<file path="src/hw/rtl/oia_pkg.sv">
// Shared constants, codes and helper functions of the object id allocator.
package oia_pkg;

  // Sizing
  localparam int SWITCH_SLOTS = 256;
  localparam int TYPE_COUNT   = 128;
  localparam int SERIAL_BITS  = 32;

  // Field positions inside a 64-bit object id
  localparam int TYPE_POS  = 32;
  localparam int INDEX_POS = 40;

  localparam int CMD_W    = 3;
  localparam int TYPE_W   = 8;
  localparam int ID_W     = 64;
  localparam int STATUS_W = 3;

  localparam logic [31:0] SERIAL_MASK = 32'((64'd1 << SERIAL_BITS) - 64'd1);

  // Derived sizes
  localparam int SLOT_AW     = (SWITCH_SLOTS > 1) ? $clog2(SWITCH_SLOTS) : 1;
  localparam int TYPE_AW     = $clog2(TYPE_COUNT);
  localparam int CHUNK_W     = (SWITCH_SLOTS < 64) ? SWITCH_SLOTS : 64;
  localparam int SLOT_CHUNKS = (SWITCH_SLOTS + CHUNK_W - 1) / CHUNK_W;
  localparam int POS_W       = (CHUNK_W > 1) ? $clog2(CHUNK_W) : 1;
  localparam int CHUNK_AW    = (SLOT_CHUNKS > 1) ? $clog2(SLOT_CHUNKS) : 1;

  localparam logic [TYPE_W-1:0] SWITCH_CODE_RST = 8'd33;

  // Commands
  localparam logic [CMD_W-1:0] CMD_CREATE     = 3'd0;
  localparam logic [CMD_W-1:0] CMD_FREE       = 3'd1;
  localparam logic [CMD_W-1:0] CMD_QUERY      = 3'd2;
  localparam logic [CMD_W-1:0] CMD_CLR_COUNTS = 3'd3;
  localparam logic [CMD_W-1:0] CMD_CLR_SLOTS  = 3'd4;

  // Status codes
  localparam logic [STATUS_W-1:0] ST_OK         = 3'd0;
  localparam logic [STATUS_W-1:0] ST_BAD_TYPE   = 3'd1;
  localparam logic [STATUS_W-1:0] ST_NO_SLOT    = 3'd2;
  localparam logic [STATUS_W-1:0] ST_NOT_SWITCH = 3'd3;
  localparam logic [STATUS_W-1:0] ST_EXHAUSTED  = 3'd4;

  // Type carried by an id; 0 for the null id or an out-of-range type
  function automatic logic [TYPE_W-1:0] decode_type(input logic [ID_W-1:0] id);
    logic [TYPE_W-1:0] t;
    t = id[TYPE_POS +: TYPE_W];
    if (id == '0 || t == '0 || {1'b0, t} >= 9'(TYPE_COUNT)) begin
      return '0;
    end
    return t;
  endfunction

  function automatic logic [ID_W-1:0] pack_id(input logic [7:0]        idx,
                                               input logic [TYPE_W-1:0] typ,
                                               input logic [31:0]       serial);
    return {16'h0000, idx, typ, serial & SERIAL_MASK};
  endfunction

endpackage

</file>
<file path="src/hw/rtl/oia_if.sv">
// Valid/ready channel interfaces of the object id allocator.
interface oia_in_if import oia_pkg::*; ();
  logic              valid;
  logic              ready;
  logic [CMD_W-1:0]  cmd;
  logic [TYPE_W-1:0] obj_type;
  logic [ID_W-1:0]   id_in;

  modport source (output valid, output cmd, output obj_type, output id_in,
                  input ready);
  modport sink   (input valid, input cmd, input obj_type, input id_in,
                  output ready);
endinterface

interface oia_out_if import oia_pkg::*; ();
  logic                valid;
  logic                ready;
  logic [ID_W-1:0]     id_out;
  logic [TYPE_W-1:0]   type_out;
  logic [STATUS_W-1:0] status;

  modport source (output valid, output id_out, output type_out, output status,
                  input ready);
  modport sink   (input valid, input id_out, input type_out, input status,
                  output ready);
endinterface

interface oia_cfg_if import oia_pkg::*; ();
  logic              valid;
  logic              ready;
  logic [TYPE_W-1:0] data;

  modport source (output valid, output data, input ready);
  modport sink   (input valid, input data, output ready);
endinterface

</file>
<file path="src/hw/rtl/object_id_allocator.sv">
// Object id allocator: switch slot map, per-type serial counters and command sequencer.
//
// One command word is taken at a time; in_chan.ready is high only while the
// sequencer is idle. Clear, free, query and unused commands and creates
// rejected at decode pass from acceptance to the next acceptance through
// decode, result hand-off and idle. A create of a non-switch type adds the
// counter step for the registered read of the serial counter memory. A create
// of the switch type scans the slot map for the lowest free slot with one
// 64-bit find-first-zero per cycle, visiting between 1 and 4 chunks of 64
// slots. The result sits in an output register until taken; the
// sequencer stalls in its hand-off step only if an earlier result is still
// waiting. The slot map is a flip-flop vector and the counters keep one valid
// bit each, so reset and both clear commands take effect at once with no
// clearing pass. The switch type code register (reset 33) is written through
// cfg_chan, which is always ready; write it only while the block is idle.
module object_id_allocator import oia_pkg::*; (
  input  logic      clk,
  input  logic      rst_n,
  oia_cfg_if.sink   cfg_chan,
  oia_in_if.sink    in_chan,
  oia_out_if.source out_chan
);

  localparam logic [2:0] S_IDLE   = 3'd0;
  localparam logic [2:0] S_DECODE = 3'd1;
  localparam logic [2:0] S_SEARCH = 3'd2;
  localparam logic [2:0] S_COUNT  = 3'd3;
  localparam logic [2:0] S_DONE   = 3'd4;

  localparam logic [CHUNK_AW-1:0] LAST_CHUNK = CHUNK_AW'(SLOT_CHUNKS - 1);

  logic [2:0]              state_r;
  logic [TYPE_W-1:0]       switch_code_r;

  // accepted command word
  logic [CMD_W-1:0]        cmd_r;
  logic [TYPE_W-1:0]       otype_r;
  logic [ID_W-1:0]         id_r;

  // result awaiting hand-off
  logic [ID_W-1:0]         res_id_r;
  logic [TYPE_W-1:0]       res_type_r;
  logic [STATUS_W-1:0]     res_status_r;

  // output register
  logic                    out_valid_r;
  logic [ID_W-1:0]         out_id_r;
  logic [TYPE_W-1:0]       out_type_r;
  logic [STATUS_W-1:0]     out_status_r;

  // slot map and search
  logic [SWITCH_SLOTS-1:0]         slot_used_r;
  logic [SLOT_CHUNKS*CHUNK_W-1:0]  slot_map_pad;
  logic [CHUNK_AW-1:0]             chunk_r;
  logic [CHUNK_W-1:0]              srch_word;
  logic                            srch_hit;
  logic [POS_W-1:0]                srch_pos;
  logic [7:0]                      srch_slot;

  // serial counters
  logic [SERIAL_BITS-1:0]  cnt_mem [TYPE_COUNT];
  logic [TYPE_COUNT-1:0]   cnt_vld_r;
  logic [SERIAL_BITS-1:0]  cnt_rd_r;
  logic [TYPE_AW-1:0]      cnt_addr;
  logic [SERIAL_BITS-1:0]  cnt_cur;
  logic                    cnt_exh;
  logic                    cnt_we;

  // decode of the held command word
  logic [TYPE_W-1:0]       id_type;
  logic [7:0]              id_idx;
  logic                    id_is_switch;
  logic                    otype_bad;
  logic                    idx_in_range;
  logic                    handoff;

  assign in_chan.ready  = (state_r == S_IDLE);
  assign cfg_chan.ready = 1'b1;

  assign out_chan.valid    = out_valid_r;
  assign out_chan.id_out   = out_id_r;
  assign out_chan.type_out = out_type_r;
  assign out_chan.status   = out_status_r;

  assign id_type      = decode_type(id_r);
  assign id_idx       = id_r[INDEX_POS +: 8];
  assign id_is_switch = (id_type != '0) && (id_type == switch_code_r);
  assign otype_bad    = (otype_r == '0) || ({1'b0, otype_r} >= 9'(TYPE_COUNT));
  assign idx_in_range = ({1'b0, id_idx} < 9'(SWITCH_SLOTS));
  assign handoff      = (state_r == S_DONE) && (!out_valid_r || out_chan.ready);

  // Slot search: lowest free slot of the current chunk; slots past the end read as used
  always_comb begin
    slot_map_pad = '1;
    slot_map_pad[SWITCH_SLOTS-1:0] = slot_used_r;
    srch_word = slot_map_pad[int'(chunk_r) * CHUNK_W +: CHUNK_W];
    srch_hit  = ~&srch_word;
    srch_pos  = '0;
    for (int i = CHUNK_W - 1; i >= 0; i--) begin
      if (!srch_word[i]) begin
        srch_pos = POS_W'(i);
      end
    end
    srch_slot = 8'(int'(chunk_r) * CHUNK_W + int'(srch_pos));
  end

  // Counter memory: read every cycle at the held type, result used in S_COUNT
  assign cnt_addr = otype_r[TYPE_AW-1:0];
  assign cnt_cur  = cnt_vld_r[cnt_addr] ? cnt_rd_r : '0;
  assign cnt_exh  = (cnt_cur == {SERIAL_BITS{1'b1}});
  assign cnt_we   = (state_r == S_COUNT) && !cnt_exh;

  always_ff @(posedge clk) begin
    if (cnt_we) begin
      cnt_mem[cnt_addr] <= cnt_cur + SERIAL_BITS'(1);
    end
    cnt_rd_r <= cnt_mem[cnt_addr];
  end

  always_ff @(posedge clk) begin
    if (!rst_n) begin
      cnt_vld_r <= '0;
    end else if (state_r == S_DECODE && cmd_r == CMD_CLR_COUNTS) begin
      cnt_vld_r <= '0;
    end else if (cnt_we) begin
      cnt_vld_r[cnt_addr] <= 1'b1;
    end
  end

  // Slot map
  always_ff @(posedge clk) begin
    if (!rst_n) begin
      slot_used_r <= '0;
    end else if (state_r == S_DECODE && cmd_r == CMD_CLR_SLOTS) begin
      slot_used_r <= '0;
    end else if (state_r == S_DECODE && cmd_r == CMD_FREE && id_is_switch &&
                 idx_in_range) begin
      slot_used_r[id_idx[SLOT_AW-1:0]] <= 1'b0;
    end else if (state_r == S_SEARCH && srch_hit) begin
      slot_used_r[srch_slot[SLOT_AW-1:0]] <= 1'b1;
    end
  end

  // Configuration register
  always_ff @(posedge clk) begin
    if (!rst_n) begin
      switch_code_r <= SWITCH_CODE_RST;
    end else if (cfg_chan.valid) begin
      switch_code_r <= cfg_chan.data;
    end
  end

  // Sequencer
  always_ff @(posedge clk) begin
    if (!rst_n) begin
      state_r <= S_IDLE;
      chunk_r <= '0;
    end else begin
      unique case (state_r)
        S_IDLE: begin
          if (in_chan.valid) begin
            cmd_r   <= in_chan.cmd;
            otype_r <= in_chan.obj_type;
            id_r    <= in_chan.id_in;
            state_r <= S_DECODE;
          end
        end
        S_DECODE: begin
          res_id_r     <= '0;
          res_type_r   <= '0;
          res_status_r <= ST_OK;
          chunk_r      <= '0;
          state_r      <= S_DONE;
          unique case (cmd_r)
            CMD_CREATE: begin
              priority if (otype_bad) begin
                res_status_r <= ST_BAD_TYPE;
              end else if (otype_r == switch_code_r) begin
                state_r <= S_SEARCH;
              end else if (!id_is_switch) begin
                res_status_r <= ST_NOT_SWITCH;
              end else begin
                state_r <= S_COUNT;
              end
            end
            CMD_FREE: begin
              if (id_is_switch && !idx_in_range) begin
                res_status_r <= ST_NOT_SWITCH;
              end
            end
            CMD_QUERY: begin
              if (id_r != '0) begin
                res_type_r <= id_type;
                priority if (id_type == '0) begin
                  res_status_r <= ST_BAD_TYPE;
                end else if (id_type == switch_code_r) begin
                  res_id_r <= id_r;
                end else begin
                  res_id_r <= pack_id(id_idx, switch_code_r, 32'(id_idx));
                end
              end
            end
            default: begin
              // clears act on the maps directly; unused codes do nothing
            end
          endcase
        end
        S_SEARCH: begin
          priority if (srch_hit) begin
            res_id_r <= pack_id(srch_slot, otype_r, 32'(srch_slot));
            state_r  <= S_DONE;
          end else if (chunk_r == LAST_CHUNK) begin
            res_status_r <= ST_NO_SLOT;
            state_r      <= S_DONE;
          end else begin
            chunk_r <= chunk_r + 1'b1;
          end
        end
        S_COUNT: begin
          if (cnt_exh) begin
            res_status_r <= ST_EXHAUSTED;
          end else begin
            res_id_r <= pack_id(id_idx, otype_r, 32'(cnt_cur));
          end
          state_r <= S_DONE;
        end
        S_DONE: begin
          if (handoff) begin
            state_r <= S_IDLE;
          end
        end
        default: begin
          state_r <= S_IDLE;
        end
      endcase
    end
  end

  // Output register
  always_ff @(posedge clk) begin
    if (!rst_n) begin
      out_valid_r <= 1'b0;
    end else if (handoff) begin
      out_valid_r <= 1'b1;
    end else if (out_chan.ready) begin
      out_valid_r <= 1'b0;
    end
  end

  always_ff @(posedge clk) begin
    if (handoff) begin
      out_id_r     <= res_id_r;
      out_type_r   <= res_type_r;
      out_status_r <= res_status_r;
    end
  end

  // Checks
  a_one_at_a_time: assert property (@(posedge clk) disable iff (!rst_n)
    in_chan.valid && in_chan.ready |=> !in_chan.ready)
    else $error("command word accepted while another is in progress");

  a_slot_taken: assert property (@(posedge clk) disable iff (!rst_n)
    state_r == S_SEARCH && srch_hit |=> slot_used_r[$past(srch_slot[SLOT_AW-1:0])])
    else $error("allocated switch slot not marked as used");

  a_full_means_full: assert property (@(posedge clk) disable iff (!rst_n)
    state_r == S_SEARCH && !srch_hit && chunk_r == LAST_CHUNK |-> &slot_used_r)
    else $error("slot map reported full with a free slot left");

  a_chunk_bound: assert property (@(posedge clk) disable iff (!rst_n)
    state_r == S_SEARCH |-> chunk_r <= LAST_CHUNK)
    else $error("slot search ran past the last chunk");

endmodule
</file>
<file path="src/flat_wrapper.sv">
// flat-port wrapper written by rule: the top's interface ports become plain ports
module object_id_allocator_flat import oia_pkg::*;
  (clk, rst_n, cfg_chan_valid, cfg_chan_data, cfg_chan_ready, in_chan_valid, in_chan_cmd, in_chan_obj_type, in_chan_id_in, in_chan_ready, out_chan_valid, out_chan_id_out, out_chan_type_out, out_chan_status, out_chan_ready);
  oia_cfg_if cfg_chan_i ();
  oia_in_if in_chan_i ();
  oia_out_if out_chan_i ();
  input  logic clk;
  input  logic rst_n;
  input wire logic [$bits(cfg_chan_i.valid)-1:0] cfg_chan_valid;
  input wire logic [$bits(cfg_chan_i.data)-1:0] cfg_chan_data;
  output wire logic [$bits(cfg_chan_i.ready)-1:0] cfg_chan_ready;
  input wire logic [$bits(in_chan_i.valid)-1:0] in_chan_valid;
  input wire logic [$bits(in_chan_i.cmd)-1:0] in_chan_cmd;
  input wire logic [$bits(in_chan_i.obj_type)-1:0] in_chan_obj_type;
  input wire logic [$bits(in_chan_i.id_in)-1:0] in_chan_id_in;
  output wire logic [$bits(in_chan_i.ready)-1:0] in_chan_ready;
  output wire logic [$bits(out_chan_i.valid)-1:0] out_chan_valid;
  output wire logic [$bits(out_chan_i.id_out)-1:0] out_chan_id_out;
  output wire logic [$bits(out_chan_i.type_out)-1:0] out_chan_type_out;
  output wire logic [$bits(out_chan_i.status)-1:0] out_chan_status;
  input wire logic [$bits(out_chan_i.ready)-1:0] out_chan_ready;
  assign cfg_chan_i.valid = cfg_chan_valid;
  assign cfg_chan_i.data = cfg_chan_data;
  assign cfg_chan_ready = cfg_chan_i.ready;
  assign in_chan_i.valid = in_chan_valid;
  assign in_chan_i.cmd = in_chan_cmd;
  assign in_chan_i.obj_type = in_chan_obj_type;
  assign in_chan_i.id_in = in_chan_id_in;
  assign in_chan_ready = in_chan_i.ready;
  assign out_chan_valid = out_chan_i.valid;
  assign out_chan_id_out = out_chan_i.id_out;
  assign out_chan_type_out = out_chan_i.type_out;
  assign out_chan_status = out_chan_i.status;
  assign out_chan_i.ready = out_chan_ready;
  object_id_allocator u_core (.clk(clk), .rst_n(rst_n), .cfg_chan(cfg_chan_i), .in_chan(in_chan_i), .out_chan(out_chan_i));
endmodule
</file>
<file path="config.mk">
export PLATFORM = sky130hd
export DESIGN_NAME = object_id_allocator_flat
export DESIGN_NICKNAME = d
export VERILOG_FILES = /design/src/hw/rtl/oia_pkg.sv /design/src/hw/rtl/oia_if.sv /design/src/hw/rtl/object_id_allocator.sv /design/src/flat_wrapper.sv
export SDC_FILE = /design/constraint.sdc
export NUM_CORES = 2
export LEC_CHECK = 0
export CORE_AREA = 3 3 667 669
export DETAILED_ROUTE_END_ITERATION = 10
export DIE_AREA = 0 0 670 672
export DONT_BUFFER_PORTS = 1
export PLACE_DENSITY = 0.5
export SETUP_SLACK_MARGIN = 0.3
export SLEW_MARGIN = 20
export SYNTH_ARGS = -nofsm -noshare
export SYNTH_HDL_FRONTEND = slang
export SYNTH_SLANG_ARGS = --single-unit
export TNS_END_PERCENT = 10
</file>
<file path="constraint.sdc">
create_clock -name clk -period 16.02 [get_ports clk]
set_input_delay 3.204 -clock clk [delete_from_list [all_inputs] [get_ports clk]]
set_output_delay 3.204 -clock clk [all_outputs]
set_load 0.005 [all_outputs]
</file>
* Word level (Yosys, flattened, before mapping)
Memory sizes are Yosys's and may differ from the RTL's. A register that Yosys moved wholly into a read port is not among the register bits.
Index checks and enable logic that the tools add are counted.
** Word-level totals
- Bits in registers :: 623
- RAM bits :: 4096
- Output and inout port bits :: 78
- Memories :: 1
- Word-level logic and storage cells :: 205
- Input bits :: 88
** Cells by class
- Eq/ne operators :: 21
- Reductions and logical operators :: 40
- Add/sub/neg operators :: 3
- Bitwise operators :: 5
- Muxes and demuxes :: 111
- Shift-type cells :: 1
- $lt $le $gt $ge :: 8
** Memories
- u_core.cnt_mem :: words 128, width 32, rd ports 1, clocked after Yosys merged registers in 1, wr ports 1, RTL line object_id_allocator.sv:61 : logic [SERIAL_BITS-1:0] cnt_mem [TYPE_COUNT];
** Operators by type and width (number)
- $mux 256 :: 2
- $mux 6 :: 64
- $mux 64 :: 6
- $and 256x256->256 :: 1
- $not 256->256 :: 1
- $or 256x256->256 :: 1
- $shiftx 256x9->64 :: 1
- $pmux 64 s3 :: 1
- $or 128x128->128 :: 1
- $logic_not 64->1 :: 1
- $reduce_and 64->1 :: 1
- $reduce_bool 64->1 :: 1
- $mux 3 :: 14
- $add 32x1->32 const B :: 1
- $eq 32x32->1 const B :: 1
- $mux 32 :: 1
- $logic_not 8->1 :: 3
- $lt 8x9->1 const B :: 2
- $demux 1 s8 :: 2
- $eq 8x8->1 :: 2
- $ge 8x1->1 const B :: 2
- $ge 8x8->1 const B :: 2
- $mux 8 :: 2
- $pmux 3 s5 :: 1
- other kinds (31) :: 75

* Logic depth before layout (Yosys ltp)
- Word-level depth :: 73
- Gate-level depth with buffers :: 25
- Depth with buffers taken out :: 16

* Least setup slack after synthesis
OpenSTA, ideal clock, no wires.
- Kind :: input -> register
- Start point :: input rst_n
- End point :: register u_core.cmd_r[0] (enable)
- Slack :: 3982 ps
- Arrival time :: 11319 ps
- Path buffers :: 1
- Data required time :: 15301 ps
- Library setup time :: 719 ps
- Stages :: 3
- Path through :: clkbuf_1 nand2b_1 nor4b_1
** On the way
- Word-level cells in the longest chain between the ends :: 1
** RTL lines
- from (decl) :: RTL line flat_wrapper.sv:8 : input logic rst_n;
- $reduce_and 3->1 (no source line)
- to (signal assigned) :: RTL line object_id_allocator.sv:162 : cmd_r <= in_chan.cmd;
- to (decl) :: RTL line object_id_allocator.sv:36 : logic [CMD_W-1:0] cmd_r;
Every way passes these cells.
A chain may end at the register's enable or synchronous reset.

* Worst setup path in the final report
- Start point :: register u_core.otype_r[5]
- End point :: register u_core.cnt_vld_r[49]
** On the way
- Word-level cells in the longest chain between the ends :: 6
- Elaborated cells between the ends (all ways) :: 12
- Those cells by class :: 2 x order compare; 1 x eq/ne; 5 x mux; 1 x bitwise; 3 x reduce/logical
** RTL lines
- from (decl) :: RTL line object_id_allocator.sv:37 : logic [TYPE_W-1:0] otype_r;
- from (signal assigned) :: RTL line object_id_allocator.sv:163 : otype_r <= in_chan.obj_type;
- $bmux 1 s7 :: RTL line object_id_allocator.sv:109 : assign cnt_cur = cnt_vld_r[cnt_addr] ? cnt_rd_r : '0;
- $mux 1 (not written as such) :: RTL line object_id_allocator.sv:109
- $mux 32 :: RTL line object_id_allocator.sv:109
- $eq 32x32->1 :: RTL line object_id_allocator.sv:110 : assign cnt_exh = (cnt_cur == {SERIAL_BITS{1'b1}});
- $logic_not 1->1 :: RTL line object_id_allocator.sv:111 : assign cnt_we = (state_r == S_COUNT) && !cnt_exh;
- $logic_and 1x1->1 :: RTL line object_id_allocator.sv:111
- to (signal assigned) :: RTL line object_id_allocator.sv:122 : cnt_vld_r <= '0;
- to (signal assigned) :: RTL line object_id_allocator.sv:124 : cnt_vld_r <= '0;
- to (signal, indexed assignment) :: RTL line object_id_allocator.sv:126 : cnt_vld_r[cnt_addr] <= 1'b1;
- to (decl) :: RTL line object_id_allocator.sv:62 : logic [TYPE_COUNT-1:0] cnt_vld_r;
Several ways; a longest one is shown, not always the timed one. The select of a mux whose other input is x is not followed.

==> results.md <==
Setup path:
- For the worst setup path, the data arrival time is just under 10 ns.
- The start point of the critical path is u_core.otype_r[5].
- The type of destination of the critical path is a flip-flop.
- The reg-to-reg setup timing slack is 7.09 ns.
- The critical path is of the flip-flop to flip-flop type.
- The type of element launching the critical path is a flip-flop.
- In this run the critical register-to-register path is launched from u_core.otype_r[5].
- The biggest fanout along the worst timing path is 52.
- For the worst setup path, the data required time is 16.92 ns.
- Measured in cells, the most critical reg-to-reg path has a length of 19.

STA:
- The summed negative setup slack over all endpoints is 0 ns.
- After layout, the worst setup slack is 7.09 ns.
- For the pin with the worst max-slew slack, the measured transition is 1.45 ns.
- The number of slew-limit violations in the final report is 0.
- Setup repair after global routing left no endpoint under its margin.
- The post-route clock period utilization is 0.558.
- The smallest clock period supported by the final layout is computed as 8.93 ns.
- Setup violations remaining at the end of the flow were counted as 0.
- The normalized max-slew margin is 0.0222.
- On the final layout, the worst clock skew is 0.0731 ns.
- Derived from the worst setup path, the maximum achievable clock frequency is approximately 110 MHz.
- The hold violation count in the final report is 0.

Routing:
- The first detailed-routing pass took 6 iterations.
- Once detail routing completed, the nets flagged for antenna violations numbered 0.
- The final route contains around 110k vias.
- The via-per-instance ratio is about 6.4.
- The total routed wirelength is between 600 and 700 mm.
- In the routed design, unresolved DRC markers number 0.
- Dividing the detail-routed wire length by the instance count gives roughly 37 um.
- The number of DRC markers in iteration 0 is 14698.

Floorplanning:
- In this run the count of I/O pins placed on the die edge is 166.
- The number of rows in the core area is 243.
- The die is 672 um tall.
- The floorplan step defined a die boundary enclosing 450000 um2.
- The die width is approximately 670 um.
- The effective utilization at floorplan is 0.400.
- After floorplanning, the core was sized to cover 439000 um2.

Power:
- IR analysis of the VDD net gives a maximum drop of roughly 0.1 mV.
- The analysis attributes to cell leakage a power of between 60 and 70 nW.
- The total power divided by cell area is approximately 130 nW/um2.

Clocking:
- The number of buffers added by the clock tree synthesis step is 477.
- The clock insertion delay at the later pin of the skew report is ~1.0 ns.
- The TritonCTS clock tree is yes.
- The library cell used as clock root buffer is sky130_fd_sc_hd__clkbuf_16.
- The post-cts sizing count is 0.
- The buffer count from post-CTS setup fixing is 0.
- The clock transition time at the flip-flop clock pins of the worst setup and hold paths is 0.06 ns.
- The total number of H-tree levels is 5.
- CTS saw about 4800 sinks.
- The longest clock path from root to sink contains 4 buffers.
- After clock tree synthesis, the flow added hold-fix buffers numbering 0.

Synth:
- For this run, the register share of the synthesized area comes to 0.788.
- The most common flop cell mapped by yosys is sky130_fd_sc_hd__edfxtp_1.
- The number of synthesized flops with an enable pin is 4321.
- The number of unique standard cell types used by synthesis is 91.
- Counting flops and latches in the post-synthesis netlist gives 4751.
- The share of synthesized area in the top cell type comes to 0.739.
- The cell with the most instances after synthesis is sky130_fd_sc_hd__edfxtp_1.
- Summed over all instances, the cell type with the most area after synthesis is sky130_fd_sc_hd__edfxtp_1.
- In this run the mean area of a mapped cell was 17.3 um2.
- The area of the mapped netlist is 175000 um2.
- The commonest cells after synthesis are sky130_fd_sc_hd__edfxtp_1, sky130_fd_sc_hd__a22oi_1, sky130_fd_sc_hd__dfxtp_1, sky130_fd_sc_hd__a22o_1, sky130_fd_sc_hd__a221oi_1.
- The number of nets handed over by synthesis was 10223.
- The Yosys warning count is 0.
- The number of instances in the synthesized netlist is 10130.
- The post-synthesis async set-or-reset flop share is 0.
- Yosys attributes the largest share of cell area to sky130_fd_sc_hd__edfxtp_1, sky130_fd_sc_hd__a22oi_1, sky130_fd_sc_hd__dfxtp_1.

GRT:
- The number of global-route vias before repair is 100103.
- In the global route stage, overall resource usage came out at 0.266.
- The number of antenna violations at the first check in global routing was 70.
- The pin count of the biggest net entering global routing is a little under 100.
- The first global-routing pass estimated 845 mm of wire.
- For this run the aggregate overflow at the end of global routing stands at 0.

Placement:
- The count of input and output buffers is 0.
- The placed cell count is approximately 16000.
- The placed cell area is 185000 um2.
- The post-placement setup slack is 7.36 ns.
- The congestion estimate from routability-driven global placement came to 0.921.
- The half-perimeter wire length after detailed placement is 372 mm.

Hold path:
- The path class of the tightest hold or removal check is flip-flop to flip-flop.
- The worst hold path begins at u_core.res_id_r[15].
- The worst hold path passes through 0 cells.

Cells and area:
- The final net count is 10387.
- The area added between synthesis and finish is 14.0%.
- The ratio of cells with drive above 1 in the final layout is 0.137.
- For this run, the number of standard cells in the final layout without fillers is 16623.
- After routing the design area is 200000 um2.

Job:
- Max-cap violations in this run came to 0.

Status:
- The run finished with clean final reports.
per-stage QoR:
stage | hold slack (ns) | utilization | total power, mW
floorplan | 0.400 | - | 14.4
global placement | 0.401 | 0.420 | 15.0
detailed placement | 0.405 | 0.421 | 15.0
CTS | 0.415 | 0.455 | 25.8
global route | 0.417 | 0.456 | 26.3
finish | 0.411 | 0.456 | 25.6
final timing paths:
path / to
max: u_core.cnt_vld_r[49]
min: u_core.out_chan.id_out[15]
max reg2reg: u_core.cnt_vld_r[49]
min reg2reg: u_core.out_chan.id_out[15]
sequential cells by signal (all words and copies together) (netlist names):
register / flops
u_core.id_r: 64
u_core.out_chan.id_out: 64
u_core.cnt_rd_r: 32
u_core.out_chan.type_out: 8
u_core.chunk_r: 2
u_core.otype_r: 8
u_core.cnt_mem: 4096
u_core.res_status_r: 3
u_core.cnt_vld_r: 128
u_core.out_chan.status: 3
u_core.res_id_r: 64
u_core.slot_map_pad: 256
u_core.res_type_r: 8
u_core.state_r: 3
u_core.cmd_r: 3
u_core.switch_code_r: 8
u_core.out_chan.valid: 1
report_power, final:
part / internal [mW] / switching, mW / leakage [nW]
Combinational: 0.203 / 0.883 / 10.3
Sequential: 13.6 / 0.0683 / 43.2
Clock: 6.11 / 4.77 / 7.33
Total: 19.9 / 5.72 / 60.8
critical path, cell delays in order, from the launching register on:
cell and delay (ns):
sky130_fd_sc_hd__edfxtp_1 0.32, sky130_fd_sc_hd__buf_4 0.51, sky130_fd_sc_hd__nor2b_2 0.81, sky130_fd_sc_hd__nand2_1 0.49
sky130_fd_sc_hd__o22ai_1 0.42, sky130_fd_sc_hd__a311oi_1 0.09, sky130_fd_sc_hd__o2111a_1 0.24, sky130_fd_sc_hd__and3_4 0.47
sky130_fd_sc_hd__nor2b_1 0.55, sky130_fd_sc_hd__ha_4 0.24, sky130_fd_sc_hd__and4_1 0.30, sky130_fd_sc_hd__nor4b_1 0.67
sky130_fd_sc_hd__and3_1 0.40, sky130_fd_sc_hd__and3_1 0.24, sky130_fd_sc_hd__nand3_1 0.51, sky130_fd_sc_hd__a31oi_4 0.74
sky130_fd_sc_hd__buf_4 0.73, sky130_fd_sc_hd__nor3_2 0.33, sky130_fd_sc_hd__buf_4 0.37, sky130_fd_sc_hd__o21a_1 0.22
kinds of logic after synthesis:
family / after synthesis / share of synthesized area
AOI/OAI and AO/OA: 3343 / 0.144
xor gates and xnor gates: 39 / 0.00195
adders and majority gates: 5 / 0.000356
buffers and inverters: 784 / 0.0192
DFF: 4751 / 0.788
muxes: 129 / 0.0138
other: 2 / 0.0000428
and+or+nand+nor: 1077 / 0.0322
final cells by class:
type	count	area, um2
Clock inverter	276	2510
Inverter	24	92.6
Tap cell	5880	7360
Antenna cell	55	138
Sequential cell	4751	138000
Fill cell	37303	239000
Clock buffer	597	12600
Timing Repair Buffer	445	3900
Multi-Input combinational cell	4595	35200
per-layer routing:
| layer | GRT usage | vias up | wire length [um] |
|---|---|---|---|
| met2 | 0.412 | 5890 | 282000 |
| met4 | 0.106 | 30 | 27800 |
| met3 | 0.0572 | 968 | 59100 |
| met5 | 0 | - | 213 |
| met1 | 0.366 | 55873 | 249000 |
| li1 | - | 43116 | - |
layout by cell type, fill, tap and decap left out, types with 47 or more instances in the layout:
cell,Yosys,layout
sky130_fd_sc_hd__diode_2,0,55
sky130_fd_sc_hd__buf_4,2,406
sky130_fd_sc_hd__a22oi_1,1399,1399
sky130_fd_sc_hd__nor2_4,0,57
sky130_fd_sc_hd__o21a_1,47,47
sky130_fd_sc_hd__a21oi_1,49,47
sky130_fd_sc_hd__a22o_1,378,378
sky130_fd_sc_hd__clkbuf_16,0,482
sky130_fd_sc_hd__o21ai_0,268,260
sky130_fd_sc_hd__a31oi_1,235,219
sky130_fd_sc_hd__mux4_2,88,88
sky130_fd_sc_hd__o211ai_1,290,290
sky130_fd_sc_hd__clkbuf_1,345,106
sky130_fd_sc_hd__a41oi_1,83,77
sky130_fd_sc_hd__nand2_1,223,217
sky130_fd_sc_hd__edfxtp_1,4321,4321
sky130_fd_sc_hd__clkinv_1,1,118
sky130_fd_sc_hd__nand3_1,98,95
sky130_fd_sc_hd__clkinv_2,0,78
sky130_fd_sc_hd__nor3_2,1,101
sky130_fd_sc_hd__nor4_1,72,59
sky130_fd_sc_hd__a221oi_1,351,351
sky130_fd_sc_hd__nand4_1,212,212
sky130_fd_sc_hd__nor2_1,157,97
sky130_fd_sc_hd__o31ai_1,55,55
sky130_fd_sc_hd__o41ai_1,55,55
sky130_fd_sc_hd__dfxtp_1,430,428
No activity file was read; power rests on OpenSTA's default activity.
